File: config.mk
export PLATFORM = sky130hd
export DESIGN_NAME = ordered_dither_color_cube_pen
export DESIGN_NICKNAME = d
export VERILOG_FILES = /design/src/design/odcp_pkg.sv /design/src/design/odcp_pen_mem.sv /design/src/design/ordered_dither_color_cube_pen.sv
export VERILOG_INCLUDE_DIRS = /design/src /design/src/design
export SDC_FILE = /design/constraint.sdc
export NUM_CORES = 2
export LEC_CHECK = 0
export BUFFER_PORTS_ARGS = -buffer_cell sky130_fd_sc_hd__buf_2
export CORE_ASPECT_RATIO = 1.5
export CORE_MARGIN = 4
export CORE_UTILIZATION = 55
export DETAILED_ROUTE_END_ITERATION = 10
export PLACE_DENSITY = 0.71
export SLEW_MARGIN = 20
export SYNTH_ARGS = -nofsm -noshare
export SYNTH_HDL_FRONTEND = slang
export SYNTH_SLANG_ARGS = --single-unit
File: constraint.sdc
create_clock -name clk -period 5.75 [get_ports clk]
set_clock_uncertainty 0.1 [all_clocks]
set_input_delay 1.15 -clock clk [delete_from_list [all_inputs] [get_ports clk]]
set_output_delay 1.15 -clock clk [all_outputs]
set_load 0.1 [all_outputs]
File: src/design/ordered_dither_color_cube_pen_defines.svh
// ----------------------------------------------------------------------------
// Assertion macros for the ordered dither color cube pen block
// Concurrent checks on one clock with an active-low reset; NO_ASSERTIONS
// compiles them out.
// ----------------------------------------------------------------------------
`ifndef ORDERED_DITHER_COLOR_CUBE_PEN_DEFINES_SVH
`define ORDERED_DITHER_COLOR_CUBE_PEN_DEFINES_SVH

`ifndef NO_ASSERTIONS

// Same-cycle implication.
`define ODCP_ASSERT_NOW(label, clk, rst_n, ante, cons) \
    label: assert property (@(posedge clk) disable iff (!rst_n) (ante) |-> (cons)) \
        else $error("odcp same-cycle check failed");

// Next-cycle implication.
`define ODCP_ASSERT_NEXT(label, clk, rst_n, ante, cons) \
    label: assert property (@(posedge clk) disable iff (!rst_n) (ante) |=> (cons)) \
        else $error("odcp next-cycle check failed");

`else

`define ODCP_ASSERT_NOW(label, clk, rst_n, ante, cons)
`define ODCP_ASSERT_NEXT(label, clk, rst_n, ante, cons)

`endif

`endif

File: src/design/odcp_pkg.sv
// ----------------------------------------------------------------------------
// odcp_pkg
// Shared types, constants and the Bayer threshold table of the ordered
// dither color cube pen block.
// ----------------------------------------------------------------------------
package odcp_pkg;

    localparam int CHAN_W      = 8;
    localparam int STEP_W      = 8;
    localparam int LEVEL_W     = 3;
    localparam int PEN_W       = 8;
    localparam int SLOT_W      = 8;
    localparam int PHASE_W     = 4;
    localparam int CFG_DATA_W  = 8;
    localparam int CFG_IDX_W   = 1;
    localparam int CUBE_IDX_W  = 9;   // largest cube index is 342 (level count seven)
    localparam int PROD_W      = 2 * LEVEL_W;
    localparam int THRESH_W    = 2 * CHAN_W;

    localparam int PEN_TABLE_DEPTH_DEF = 256;

    // Two quotient bits per divider stage
    localparam int DIV_BITS_PER_STAGE = 2;
    localparam int DIV_STAGES         = CHAN_W / DIV_BITS_PER_STAGE;

    localparam logic [STEP_W-1:0]  STEP_SIZE_RST   = 8'd51;
    localparam logic [LEVEL_W-1:0] LEVEL_COUNT_RST = 3'd6;

    typedef enum logic [CFG_IDX_W-1:0] {
        CFG_STEP_SIZE   = 1'b0,
        CFG_LEVEL_COUNT = 1'b1
    } cfg_idx_t;

    typedef enum logic {
        OP_WRITE  = 1'b0,
        OP_DITHER = 1'b1
    } op_t;

    typedef struct packed {
        logic               operation;
        logic [SLOT_W-1:0]  pen_slot;
        logic [PEN_W-1:0]   pen_value;
        logic [CHAN_W-1:0]  red;
        logic [CHAN_W-1:0]  green;
        logic [CHAN_W-1:0]  blue;
        logic [PHASE_W-1:0] column_phase;
        logic [PHASE_W-1:0] row_phase;
    } pixel_beat_t;

    typedef struct packed {
        logic [PEN_W-1:0] pen;
        logic [PEN_W-1:0] mirror_pen;
    } result_beat_t;

    // 16x16 threshold matrix, indexed [row][column]
    localparam logic [7:0] BAYER_MATRIX [0:15][0:15] = '{
        '{8'd1,   8'd235, 8'd59,  8'd219, 8'd15,  8'd231, 8'd55,  8'd215,
          8'd2,   8'd232, 8'd56,  8'd216, 8'd12,  8'd228, 8'd52,  8'd212},
        '{8'd129, 8'd65,  8'd187, 8'd123, 8'd143, 8'd79,  8'd183, 8'd119,
          8'd130, 8'd66,  8'd184, 8'd120, 8'd140, 8'd76,  8'd180, 8'd116},
        '{8'd33,  8'd193, 8'd17,  8'd251, 8'd47,  8'd207, 8'd31,  8'd247,
          8'd34,  8'd194, 8'd18,  8'd248, 8'd44,  8'd204, 8'd28,  8'd244},
        '{8'd161, 8'd97,  8'd145, 8'd81,  8'd175, 8'd111, 8'd159, 8'd95,
          8'd162, 8'd98,  8'd146, 8'd82,  8'd172, 8'd108, 8'd156, 8'd92},
        '{8'd9,   8'd225, 8'd49,  8'd209, 8'd5,   8'd239, 8'd63,  8'd223,
          8'd10,  8'd226, 8'd50,  8'd210, 8'd6,   8'd236, 8'd60,  8'd220},
        '{8'd137, 8'd73,  8'd177, 8'd113, 8'd133, 8'd69,  8'd191, 8'd127,
          8'd138, 8'd74,  8'd178, 8'd114, 8'd134, 8'd70,  8'd188, 8'd124},
        '{8'd41,  8'd201, 8'd25,  8'd241, 8'd37,  8'd197, 8'd21,  8'd254,
          8'd42,  8'd202, 8'd26,  8'd242, 8'd38,  8'd198, 8'd22,  8'd252},
        '{8'd169, 8'd105, 8'd153, 8'd89,  8'd165, 8'd101, 8'd149, 8'd85,
          8'd170, 8'd106, 8'd154, 8'd90,  8'd166, 8'd102, 8'd150, 8'd86},
        '{8'd3,   8'd233, 8'd57,  8'd217, 8'd13,  8'd229, 8'd53,  8'd213,
          8'd0,   8'd234, 8'd58,  8'd218, 8'd14,  8'd230, 8'd54,  8'd214},
        '{8'd131, 8'd67,  8'd185, 8'd121, 8'd141, 8'd77,  8'd181, 8'd117,
          8'd128, 8'd64,  8'd186, 8'd122, 8'd142, 8'd78,  8'd182, 8'd118},
        '{8'd35,  8'd195, 8'd19,  8'd249, 8'd45,  8'd205, 8'd29,  8'd245,
          8'd32,  8'd192, 8'd16,  8'd250, 8'd46,  8'd206, 8'd30,  8'd246},
        '{8'd163, 8'd99,  8'd147, 8'd83,  8'd173, 8'd109, 8'd157, 8'd93,
          8'd160, 8'd96,  8'd144, 8'd80,  8'd174, 8'd110, 8'd158, 8'd94},
        '{8'd11,  8'd227, 8'd51,  8'd211, 8'd7,   8'd237, 8'd61,  8'd221,
          8'd8,   8'd224, 8'd48,  8'd208, 8'd4,   8'd238, 8'd62,  8'd222},
        '{8'd139, 8'd75,  8'd179, 8'd115, 8'd135, 8'd71,  8'd189, 8'd125,
          8'd136, 8'd72,  8'd176, 8'd112, 8'd132, 8'd68,  8'd190, 8'd126},
        '{8'd43,  8'd203, 8'd27,  8'd243, 8'd39,  8'd199, 8'd23,  8'd253,
          8'd40,  8'd200, 8'd24,  8'd240, 8'd36,  8'd196, 8'd20,  8'd254},
        '{8'd171, 8'd107, 8'd155, 8'd91,  8'd167, 8'd103, 8'd151, 8'd87,
          8'd168, 8'd104, 8'd152, 8'd88,  8'd164, 8'd100, 8'd148, 8'd84}
    };

endpackage

File: src/design/odcp_pen_mem.sv
// ----------------------------------------------------------------------------
// odcp_pen_mem
// Pen table: one write port, two read ports, read data registered.
// ----------------------------------------------------------------------------
module odcp_pen_mem #(
    parameter int DEPTH  = odcp_pkg::PEN_TABLE_DEPTH_DEF,
    parameter int ADDR_W = $clog2(DEPTH)
) (
    input  logic                        clk,
    input  logic                        we,
    input  logic [ADDR_W-1:0]           waddr,
    input  logic [odcp_pkg::PEN_W-1:0]  wdata,
    input  logic                        re,
    input  logic [ADDR_W-1:0]           raddr_a,
    input  logic [ADDR_W-1:0]           raddr_b,
    output logic [odcp_pkg::PEN_W-1:0]  rdata_a,
    output logic [odcp_pkg::PEN_W-1:0]  rdata_b
);

    logic [odcp_pkg::PEN_W-1:0] mem [DEPTH];

    // Read returns the old contents on a same-cycle write
    always_ff @(posedge clk)
    begin
        if (we)
        begin
            mem[waddr] <= wdata;
        end
        if (re)
        begin
            rdata_a <= mem[raddr_a];
            rdata_b <= mem[raddr_b];
        end
    end

endmodule

File: src/design/ordered_dither_color_cube_pen.sv
// ----------------------------------------------------------------------------
// ordered_dither_color_cube_pen
// Ordered 16x16 dither of an RGB pixel onto a color cube, then pen lookup.
// ----------------------------------------------------------------------------
// Usage:
//   pixel channel (valid/ready): a beat either writes one pen table entry
//   (operation write) or dithers one pixel (operation dither). A write
//   beat produces nothing on the result channel; a dither beat produces
//   exactly one result beat carrying pen and mirror_pen, in order.
//   cfg port: step_size (index 0) and level_count (index 1), written with
//   cfg_we while the block is idle; no handshake, no read-back.
// Throughput and pipeline:
//   One beat per cycle sustained while result_ready stays high: the path
//   is eight register stages (entry with threshold multiply, four radix-4
//   divider stages, level, scale, cube index) plus the registered read of
//   the two-port pen memory.
// Reset:
//   step_size returns to 51, level_count to 6, the pipeline empties. The
//   pen table is not cleared; entries hold garbage until written.
// Stall:
//   A stalled result holds in the output register. Upstream stages keep
//   filling bubbles; pixel_ready drops only once every stage holds a beat.
// ----------------------------------------------------------------------------
`include "ordered_dither_color_cube_pen_defines.svh"

module ordered_dither_color_cube_pen #(
    parameter int PEN_TABLE_DEPTH = odcp_pkg::PEN_TABLE_DEPTH_DEF
) (
    input  logic                                clk,
    input  logic                                rst_n,
    input  logic                                cfg_we,
    input  logic [odcp_pkg::CFG_IDX_W-1:0]      cfg_index,
    input  logic [odcp_pkg::CFG_DATA_W-1:0]     cfg_data,
    input  logic                                pixel_valid,
    output logic                                pixel_ready,
    input  odcp_pkg::pixel_beat_t               pixel,
    output logic                                result_valid,
    input  logic                                result_ready,
    output odcp_pkg::result_beat_t              result
);

    localparam int ADDR_W   = $clog2(PEN_TABLE_DEPTH);
    localparam int IDX_W    = odcp_pkg::CUBE_IDX_W;
    localparam int NUM_CH   = 3;
    localparam int CH_R     = 0;
    localparam int CH_G     = 1;
    localparam int CH_B     = 2;
    localparam int LVL_STG  = odcp_pkg::DIV_STAGES + 1;
    localparam int MUL_STG  = LVL_STG + 1;
    localparam int ADR_STG  = MUL_STG + 1;
    localparam int OUT_STG  = ADR_STG + 1;

    localparam logic [IDX_W-1:0] IDX_LAST  = IDX_W'(PEN_TABLE_DEPTH - 1);
    localparam logic [IDX_W-1:0] DEPTH_LIM = IDX_W'(PEN_TABLE_DEPTH);

    typedef struct packed {
        logic                           is_pixel;
        logic [odcp_pkg::SLOT_W-1:0]    slot;
        logic [odcp_pkg::PEN_W-1:0]     value;
    } item_t;

    typedef struct packed {
        logic [odcp_pkg::CHAN_W-1:0]    rem;
        logic [odcp_pkg::CHAN_W-1:0]    quo;
        logic [odcp_pkg::CHAN_W-1:0]    dvd;
    } div_lane_t;

    typedef struct packed {
        item_t                          item;
        div_lane_t [NUM_CH-1:0]         lanes;
        logic [odcp_pkg::THRESH_W-1:0]  prod;
        logic [odcp_pkg::CHAN_W-1:0]    thr;
    } div_stage_t;

    typedef struct packed {
        item_t                                      item;
        logic [NUM_CH-1:0][odcp_pkg::LEVEL_W-1:0]   lvl;
    } lvl_stage_t;

    typedef struct packed {
        item_t                                      item;
        logic [NUM_CH-1:0][odcp_pkg::LEVEL_W-1:0]   lvl;
        logic [NUM_CH-1:0][odcp_pkg::PROD_W-1:0]    mul;
    } mul_stage_t;

    typedef struct packed {
        item_t              item;
        logic [ADDR_W-1:0]  pen_addr;
        logic [ADDR_W-1:0]  mir_addr;
    } adr_stage_t;

    // ------------------------------------------------------------------
    // Configuration registers
    // ------------------------------------------------------------------
    logic [odcp_pkg::STEP_W-1:0]    step_size_reg;
    logic [odcp_pkg::LEVEL_W-1:0]   level_count_reg;
    logic [odcp_pkg::STEP_W-1:0]    s_eff;
    logic [odcp_pkg::LEVEL_W-1:0]   lv_m1;
    logic [odcp_pkg::LEVEL_W-1:0]   lv_eff;

    always_ff @(posedge clk or negedge rst_n)
    begin
        if (!rst_n)
        begin
            step_size_reg   <= odcp_pkg::STEP_SIZE_RST;
            level_count_reg <= odcp_pkg::LEVEL_COUNT_RST;
        end
        else if (cfg_we)
        begin
            case (cfg_index)
                odcp_pkg::CFG_STEP_SIZE:
                begin
                    step_size_reg <= cfg_data[odcp_pkg::STEP_W-1:0];
                end
                odcp_pkg::CFG_LEVEL_COUNT:
                begin
                    level_count_reg <= cfg_data[odcp_pkg::LEVEL_W-1:0];
                end
                default:
                begin
                end
            endcase
        end
    end

    // Zero step acts as one; fewer than two levels collapse the cube to one entry
    assign s_eff  = (step_size_reg == '0) ? odcp_pkg::STEP_W'(1) : step_size_reg;
    assign lv_m1  = (level_count_reg < odcp_pkg::LEVEL_W'(2)) ? '0
                                      : level_count_reg - odcp_pkg::LEVEL_W'(1);
    assign lv_eff = lv_m1 + odcp_pkg::LEVEL_W'(1);

    // ------------------------------------------------------------------
    // Datapath helpers
    // ------------------------------------------------------------------

    // Restoring division, two quotient bits per call
    function automatic div_lane_t div_step(div_lane_t a, logic [odcp_pkg::STEP_W-1:0] s);
        div_lane_t                      o;
        logic [odcp_pkg::CHAN_W:0]      cand;
        o = a;
        for (int k = 0; k < odcp_pkg::DIV_BITS_PER_STAGE; k++)
        begin
            cand  = {o.rem, o.dvd[odcp_pkg::CHAN_W-1]};
            o.dvd = {o.dvd[odcp_pkg::CHAN_W-2:0], 1'b0};
            if (cand >= {1'b0, s})
            begin
                o.rem = odcp_pkg::CHAN_W'(cand - {1'b0, s});
                o.quo = {o.quo[odcp_pkg::CHAN_W-2:0], 1'b1};
            end
            else
            begin
                o.rem = cand[odcp_pkg::CHAN_W-1:0];
                o.quo = {o.quo[odcp_pkg::CHAN_W-2:0], 1'b0};
            end
        end
        return o;
    endfunction

    // x / 255 for x below 65280, where the quotient fits eight bits: (x + (x >> 8) + 1) >> 8
    function automatic logic [odcp_pkg::CHAN_W-1:0] div_full_scale(
        logic [odcp_pkg::THRESH_W-1:0] x);
        logic [odcp_pkg::THRESH_W:0] sum;
        sum = {1'b0, x} + (odcp_pkg::THRESH_W+1)'(x >> odcp_pkg::CHAN_W)
                        + (odcp_pkg::THRESH_W+1)'(1);
        return sum[odcp_pkg::THRESH_W-1:odcp_pkg::CHAN_W];
    endfunction

    // Round up when the remainder beats the threshold, then clamp to the top level
    function automatic logic [odcp_pkg::LEVEL_W-1:0] chan_level(
        div_lane_t                      d,
        logic [odcp_pkg::CHAN_W-1:0]    thr,
        logic [odcp_pkg::LEVEL_W-1:0]   top);
        logic [odcp_pkg::CHAN_W:0] up;
        up = {1'b0, d.quo} + (odcp_pkg::CHAN_W+1)'(d.rem > thr);
        if (up > (odcp_pkg::CHAN_W+1)'(top))
        begin
            return top;
        end
        return up[odcp_pkg::LEVEL_W-1:0];
    endfunction

    function automatic logic [ADDR_W-1:0] sat_addr(logic [IDX_W-1:0] idx);
        if (idx > IDX_LAST)
        begin
            return ADDR_W'(IDX_LAST);
        end
        return ADDR_W'(idx);
    endfunction

    // ------------------------------------------------------------------
    // Pipeline control: a stage takes a beat when it is empty or its
    // contents move on; write beats leave at the address stage.
    // ------------------------------------------------------------------
    div_stage_t             div_reg [0:odcp_pkg::DIV_STAGES];
    lvl_stage_t             lvl_reg;
    mul_stage_t             mul_reg;
    adr_stage_t             adr_reg;
    logic [ADR_STG:0]       vld_reg;
    logic [OUT_STG:0]       take;
    logic                   result_valid_reg;
    logic                   mem_we;
    logic [ADDR_W-1:0]      mem_waddr;

    always_comb
    begin
        take[OUT_STG] = !result_valid_reg || result_ready;
        take[ADR_STG] = !vld_reg[ADR_STG] || !adr_reg.item.is_pixel || take[OUT_STG];
        for (int i = ADR_STG - 1; i >= 0; i--)
        begin
            take[i] = !vld_reg[i] || take[i+1];
        end
    end

    assign pixel_ready = take[0];

    always_ff @(posedge clk or negedge rst_n)
    begin
        if (!rst_n)
        begin
            vld_reg          <= '0;
            result_valid_reg <= 1'b0;
        end
        else
        begin
            if (take[0])
            begin
                vld_reg[0] <= pixel_valid;
            end
            for (int i = 1; i <= ADR_STG; i++)
            begin
                if (take[i])
                begin
                    vld_reg[i] <= vld_reg[i-1];
                end
            end
            if (take[OUT_STG])
            begin
                result_valid_reg <= vld_reg[ADR_STG] && adr_reg.item.is_pixel;
            end
        end
    end

    // ------------------------------------------------------------------
    // Entry stage: latch the beat, look up and scale the threshold.
    // Divider stages: value / step for all three channels; the first one
    // also finishes the threshold (product / 255)
    // ------------------------------------------------------------------
    always_ff @(posedge clk)
    begin
        if (take[0])
        begin
            div_reg[0].item.is_pixel    <= (pixel.operation == odcp_pkg::OP_DITHER);
            div_reg[0].item.slot        <= pixel.pen_slot;
            div_reg[0].item.value       <= pixel.pen_value;
            div_reg[0].lanes[CH_R]      <= '{rem: '0, quo: '0, dvd: pixel.red};
            div_reg[0].lanes[CH_G]      <= '{rem: '0, quo: '0, dvd: pixel.green};
            div_reg[0].lanes[CH_B]      <= '{rem: '0, quo: '0, dvd: pixel.blue};
            div_reg[0].prod             <=
                odcp_pkg::THRESH_W'(odcp_pkg::BAYER_MATRIX[pixel.row_phase][pixel.column_phase])
                * odcp_pkg::THRESH_W'(s_eff);
            div_reg[0].thr              <= '0;
        end
        for (int i = 1; i <= odcp_pkg::DIV_STAGES; i++)
        begin
            if (take[i])
            begin
                div_reg[i].item <= div_reg[i-1].item;
                div_reg[i].prod <= div_reg[i-1].prod;
                for (int c = 0; c < NUM_CH; c++)
                begin
                    div_reg[i].lanes[c] <= div_step(div_reg[i-1].lanes[c], s_eff);
                end
                if (i == 1)
                begin
                    div_reg[i].thr <= div_full_scale(div_reg[i-1].prod);
                end
                else
                begin
                    div_reg[i].thr <= div_reg[i-1].thr;
                end
            end
        end
    end

    // ------------------------------------------------------------------
    // Level, scale and cube index stages
    // ------------------------------------------------------------------
    always_ff @(posedge clk)
    begin
        if (take[LVL_STG])
        begin
            lvl_reg.item <= div_reg[odcp_pkg::DIV_STAGES].item;
            for (int c = 0; c < NUM_CH; c++)
            begin
                lvl_reg.lvl[c] <= chan_level(div_reg[odcp_pkg::DIV_STAGES].lanes[c],
                                             div_reg[odcp_pkg::DIV_STAGES].thr, lv_m1);
            end
        end
        if (take[MUL_STG])
        begin
            mul_reg.item <= lvl_reg.item;
            mul_reg.lvl  <= lvl_reg.lvl;
            for (int c = 0; c < NUM_CH; c++)
            begin
                mul_reg.mul[c] <= odcp_pkg::PROD_W'(lvl_reg.lvl[c])
                                  * odcp_pkg::PROD_W'(lv_eff);
            end
        end
        if (take[ADR_STG])
        begin
            adr_reg.item     <= mul_reg.item;
            // r*L*L + g*L + b, and the same with green and blue swapped
            adr_reg.pen_addr <= sat_addr(IDX_W'(mul_reg.mul[CH_R]) * IDX_W'(lv_eff)
                                         + IDX_W'(mul_reg.mul[CH_G])
                                         + IDX_W'(mul_reg.lvl[CH_B]));
            adr_reg.mir_addr <= sat_addr(IDX_W'(mul_reg.mul[CH_R]) * IDX_W'(lv_eff)
                                         + IDX_W'(mul_reg.mul[CH_B])
                                         + IDX_W'(mul_reg.lvl[CH_G]));
        end
    end

    // ------------------------------------------------------------------
    // Pen table access: writes and reads both happen at the address stage,
    // so they reach the memory in beat order and need no forwarding.
    // Drop writes aimed past the table.
    // ------------------------------------------------------------------
    assign mem_we    = vld_reg[ADR_STG] && !adr_reg.item.is_pixel
                       && (IDX_W'(adr_reg.item.slot) < DEPTH_LIM);
    assign mem_waddr = ADDR_W'(adr_reg.item.slot);

    odcp_pen_mem #(
        .DEPTH  (PEN_TABLE_DEPTH),
        .ADDR_W (ADDR_W)
    ) u_pen_mem (
        .clk     (clk),
        .we      (mem_we),
        .waddr   (mem_waddr),
        .wdata   (adr_reg.item.value),
        .re      (take[OUT_STG]),
        .raddr_a (adr_reg.pen_addr),
        .raddr_b (adr_reg.mir_addr),
        .rdata_a (result.pen),
        .rdata_b (result.mirror_pen)
    );

    assign result_valid = result_valid_reg;

    // ------------------------------------------------------------------
    // Assertions
    // ------------------------------------------------------------------
    `ODCP_ASSERT_NEXT(a_out_src, clk, rst_n, take[OUT_STG] && !(vld_reg[ADR_STG] && adr_reg.item.is_pixel), !result_valid_reg)
    `ODCP_ASSERT_NEXT(a_adr_hold, clk, rst_n, vld_reg[ADR_STG] && !take[ADR_STG], vld_reg[ADR_STG] && $stable(adr_reg.pen_addr) && $stable(adr_reg.mir_addr))
    `ODCP_ASSERT_NEXT(a_rem_bound, clk, rst_n, vld_reg[odcp_pkg::DIV_STAGES-1] && take[odcp_pkg::DIV_STAGES], div_reg[odcp_pkg::DIV_STAGES].lanes[CH_R].rem < $past(s_eff) && div_reg[odcp_pkg::DIV_STAGES].lanes[CH_G].rem < $past(s_eff) && div_reg[odcp_pkg::DIV_STAGES].lanes[CH_B].rem < $past(s_eff))
    `ODCP_ASSERT_NEXT(a_level_clamp, clk, rst_n, vld_reg[LVL_STG-1] && take[LVL_STG], lvl_reg.lvl[CH_R] <= $past(lv_m1) && lvl_reg.lvl[CH_G] <= $past(lv_m1) && lvl_reg.lvl[CH_B] <= $past(lv_m1))
    `ODCP_ASSERT_NOW(a_we_no_read, clk, rst_n, mem_we, !adr_reg.item.is_pixel && take[ADR_STG])

endmodule

======== Yosys cells after proc, flatten, opt, wreduce, memory -nomap -nowiden ========
Memory sizes are Yosys's and may differ from the RTL's. A register that Yosys moved wholly into a read port is not among the register bits.
Cells that the tools add are included.
word-level totals
  register bits after elaboration ......... 120
  RAM bits ................................ 2613
  ROM bits ................................ 2048
  bits of input ports ..................... 63
  output and inout bits ................... 18
  memories kept ........................... 3
memory list
  memory            depth  width  read ports  clocked after memory_dff  write ports  line                                  text
  (name not given)  16     128    1           0                         0            ordered_dither_color_cube_pen.sv:259  odcp_pkg::THRESH_W'(odcp_pkg::BAYER_MATRIX[pixel.row_phase][pixel.column_phase])
  u_pen_mem.mem     256    8      2           2                         1            odcp_pen_mem.sv:20                    logic [odcp_pkg::PEN_W-1:0] mem [DEPTH];
  div_reg           5      113    5           0                         5            ordered_dither_color_cube_pen.sv:194  div_stage_t div_reg [0:odcp_pkg::DIV_STAGES];
cells by class
  add/sub/neg operators ................... 35
  multiply operators ...................... 5
  $lt $le $gt $ge ......................... 35
  mux-type cells .......................... 87
  bitwise logic cells ..................... 3
  reduce and logical (&&, ||, !) cells .... 25
operator list
  cell                     count
  $mux W16                 48
  $mux W128                2
  $ge A9 B8 Y1             24
  $sub A8 B8 Y8            24
  $mux W8                  7
  $bmux W8 S4              1
  $add A8 B1 Y9            3
  $gt A9 B3 Y1             3
  $gt A8 B8 Y1             3
  $mux W1                  22
  $mux W3                  7
  $add A9 B3 Y9            2
  $add A9 B6 Y9            2
  $gt A9 B8 Y1 const B     2
  $mul A3 B3 Y6            3
  $add A16 B1 Y16 const B  1
  $add A16 B8 Y16          1
  $mul A8 B8 Y16           1
  $ge A5 B5 Y1 const B     2
  $logic_not A1 Y1         10
  $logic_or A1 B1 Y1       10
  $not A4 Y5               2
  $mul A6 B3 Y9            1
  $logic_not A8 Y1         1
  6 further kinds          8

======== Longest topological paths before layout ========
  depth after elaboration ................. 13
  mapped depth ............................ 25
  depth with buffers taken out ............ 24

======== Cells and area by module ========
A second synthesis with hierarchy kept.
second synthesis, totals
  cells, all modules ...................... 7250
  area, all modules ....................... 125957.1 sq um
modules (own cells, without submodules)
  module                         times used  cells an instance  area an instance (sq um)  seq. area each (sq um)
  odcp_pen_mem                   1           4847               97133.2                   61979.4
  ordered_dither_color_cube_pen  1           2403               28823.9                   13990.9

======== Least setup slack after synthesis ========
No wires, ideal clock.
  path kind ............................... in2reg
  start point ............................. input port pixel[2] (netlist bit)
  end point ............................... memory div_reg[0][23] (netlist bit) (data pin)
  setup time .............................. 265 ps
  arrival time ............................ 5962 ps
  required time ........................... 5385 ps
  slack ................................... -577 ps
  cell stages on the path ................. 23
  buffers on the path ..................... 1
  cells stage by stage .................... buf_1 inv_1 ha_1 inv_1 o21ai_0 a21oi_1 o21ai_0 o31a_1 o21a_1 nand2_1 fa_1 fa_1 inv_1 fa_1 inv_1 fa_1 inv_1 ha_1 a21boi_0 o21ai_0 a31oi_1 and4_1 or3_1
RTL lines
  item         line                                  text
  from (decl)  ordered_dither_color_cube_pen.sv:36   input odcp_pkg::pixel_beat_t pixel,
  to (decl)    ordered_dither_color_cube_pen.sv:194

==> flow_summary.yaml <==
status:
  status: "complete, no violations"
timing:
  fmax_mhz: 181
  min_period_over_period_pct: 95.9
  finalHoldViolCount: 0
  period_needed_ns: 5.51
  holdWs_ns: 0.103
  setup_violations: 0
  worst_pin_slew_ns: 1.39
  slew_viol_final: 0
  slew_headroom_pct: 7.07
  rsz0062_at_grt: "false"
die:
  fp.dieArea_sq_um: 234000
  io-pin-count: 81
  die_h_um: 591
  start_util_pct: 55.4
  core_sq_um: 225000
  rows: 213
  die_w_um: 396
clock_tree:
  clk-insertion-delay-late_ns: 0.91
  cts_hold_buf: 0
  cts_root_buf: "clkbuf_16"
  clockBufferDepth: 4
  numCtsBuffers: 238
  clkTransAtPathRegs_ns: 0.06
  clock_sinks: 2533
  htreeDepth: 4
  cts_tree: "yes"
critical_path:
  slowest_stage: "dfstp_2"
  worst_ep_arrival_time_ns: 5.99
  crit_fanout: 9
  reg2reg_from: "step_size_reg[1]"
  critPathTopFamily: "compound AO/OA/AOI/OAI gates"
  crit_path_cell_trace: "inv_1, ha_1, nor2b_1, o31a_1, o31ai_1, a21oi_1, nor2_2, mux2_2, inv_1, ha_1, nor2b_1, o31ai_1, buf_4, a21oi_1, o21a_1, o21ai_0, and2_4, mux2_2"
  worstRegToRegCells: 18
  startpoint: "step_size_reg[1]"
  worstReg2RegEnd: "div_reg[2][43]"
  crit_buf_inv: 3
  rrSetupSlack_ns: 0.24
  path_class: "reg -> reg"
  end_kind: "register"
  cp-start-kind: "register"
  required_ns: 6.23
  worst_path_largest_cell_delay_ns: 0.66
power_and_ir_drop:
  powerDensity_nw_per_um2: 525
  power_mw: 72.0
  max-vdd-ir-drop_v: 0.000444
  p_leak_nw: 46.2
finish:
  syn_to_final_growth_pct: 10.1
  fillers: 16066
  multiInputGateArea_sq_um: 45300
  drive_above_1_share_pct: 24.5
  seq_area_sq_um: 76000
  nets: 7980
  largest_reg_flops: 2048
run:
  cap_violations: 0
synth:
  synth-seq-cells: 2533
  synth.area.top_cells: "edfxtp_1, mux4_2, ha_1, mux2i_1, nor2_1"
  synthFlopType: "edfxtp_1"
  ys_types: 91
  synth_warnings: 0
  synthArstFlopShare_pct: 0.790
  avgSynthCellArea_sq_um: 17.0
  yosysSeqAreaShare_pct: 61.1
  synth_compound_area_share_pct: 6.18
  synth-xor-area-share_pct: 0.781
  syn_inst: 7303
  syn-cell-area_sq_um: 124000
  synthAdderAreaFrac_pct: 4.36
  synth_top_family_by_area: "multiplexers"
  yosysTopAreaCell: "edfxtp_1"
  synth-simple-area-share_pct: 4.39
  synthMuxAreaShare_pct: 20.4
  synth_nets: 7754
  synth-edff-count: 2513
  synth_top_area_share_pct: 60.6
drt:
  final_antenna_net_count: 0
  viasPerCell: 6.88
  routed_wl_um: 356000
  vias: 73890
  drcViolationCount: 0
  drtIter0Drc: 8383
  firstDrtPassIters: 6
  post_drt_wl_per_cell_um: 33.1
placement:
  dp_hpwl_um: 242000
  globalplace.congestion: 0.985
  io_buffers: 80
grt:
  grt_usage_pct: 30.2
  grt_pass1_vias: 75628
  overflow: 0
  grt_max_degree: 207
  grt_pass1_wl_um: 514000
  antenna_found_initial: 11
worst_hold_path:
  worstHoldPathType: "in -> async"
-- per-layer routing --
metal	share of wire (%)	track usage, %
met1	32	34.9
met2	50	51.1
met3	9.2	5.85
met4	8.5	20.8
met5	0.0031	0
-- logic make-up after synthesis --
group / after synthesis
buffers and inverters: 668
DFF: 2533
adders and majority gates: 388
and+or+nand+nor: 1155
muxes: 1318
xor gates and xnor gates: 111
AOI/OAI and AO/OA: 1130
-- synthesized netlist by cell type (all sizes together) (35+ instances only) --
library cell	number
nand3	56
clkbuf	136
a22o	44
mux2	133
nand4	49
a21oi	179
o21a	55
nand2b	48
edfxtp	2513
fa	76
a211oi	109
buf	277
o21ai	143
nor3	49
nor2b	70
a31oi	41
nand2	175
and2	85
inv	253
a21o	35
a22oi	125
mux4	953
o22ai	222
ha	312
xnor2	83
mux2i	232
nor2	522
-- area by class of cell --
type / instances / share of cell area [%]
Sequential cell: 2533 / 55.4
Multi-Input combinational cell: 4102 / 33.0
Clock buffer: 278 / 4.51
Tap cell: 3010 / 2.75
Timing Repair Buffer: 399 / 2.44
Clock inverter: 155 / 1.12
Inverter: 255 / 0.700
Antenna cell: 7 / 0.0128
-- per-stage QoR --
step | setup slack (ns) | utilization (%) | cells | setup TNS, ns | instance area [sq um]
CTS | 0.0152 | 60.9 | 10726 | 0 | 137000
finish | 0.237 | 61.0 | 10739 | 0 | 137000
global placement | -0.679 | 57.5 | 10293 | -3.89 | 129000
global route | 0.0339 | 61.0 | 10733 | 0 | 137000
detailed placement | -0.704 | 57.5 | 10293 | -4.04 | 129000
floorplan | -0.120 | - | 7303 | -0.120 | 125000
-- placed cells by master (no fill, tap or decap), drive strengths merged, types with 76 or more instances in the layout --
cell type and instances:
o22ai 222, nand2 175, a211oi 109, a21oi 179, and2 85, fa 76, a22oi 125, o21ai 143
inv 263, mux4 953, mux2i 232, buf 399, nor2 522, clkbuf 278, edfxtp 2513, clkinv 108
mux2 133, xnor2 83, ha 312
-- worst max-delay path by stage --
stage	to	slack (ns)	cells past startpoint
floorplan	div_reg[0][23]	-0.12	23
global placement	div_reg[0][22]	-0.68	25
detailed placement	div_reg[0][22]	-0.70	25
CTS	div_reg[4][94]	0.02	21
global route	div_reg[0][23]	0.03	24
finish	div_reg[2][43]	0.24	18
-- power breakdown --
group          switching (mW)  leakage [nW]  total (mW)  internal [mW]
clock network            6.96          3.77        16.0           9.00
registers               0.679          23.7        22.8           22.1
logic                    19.2          18.8        33.2           14.1
total                    26.8          46.2        72.0           45.2
-- what timing repair did --
item,in CTS,in global routing
buffers inserted,0,5
pin swaps,0,4
endpoints found under the setup margin,5,39
resized for setup,1,14
(Power assumes the default switching activity.)
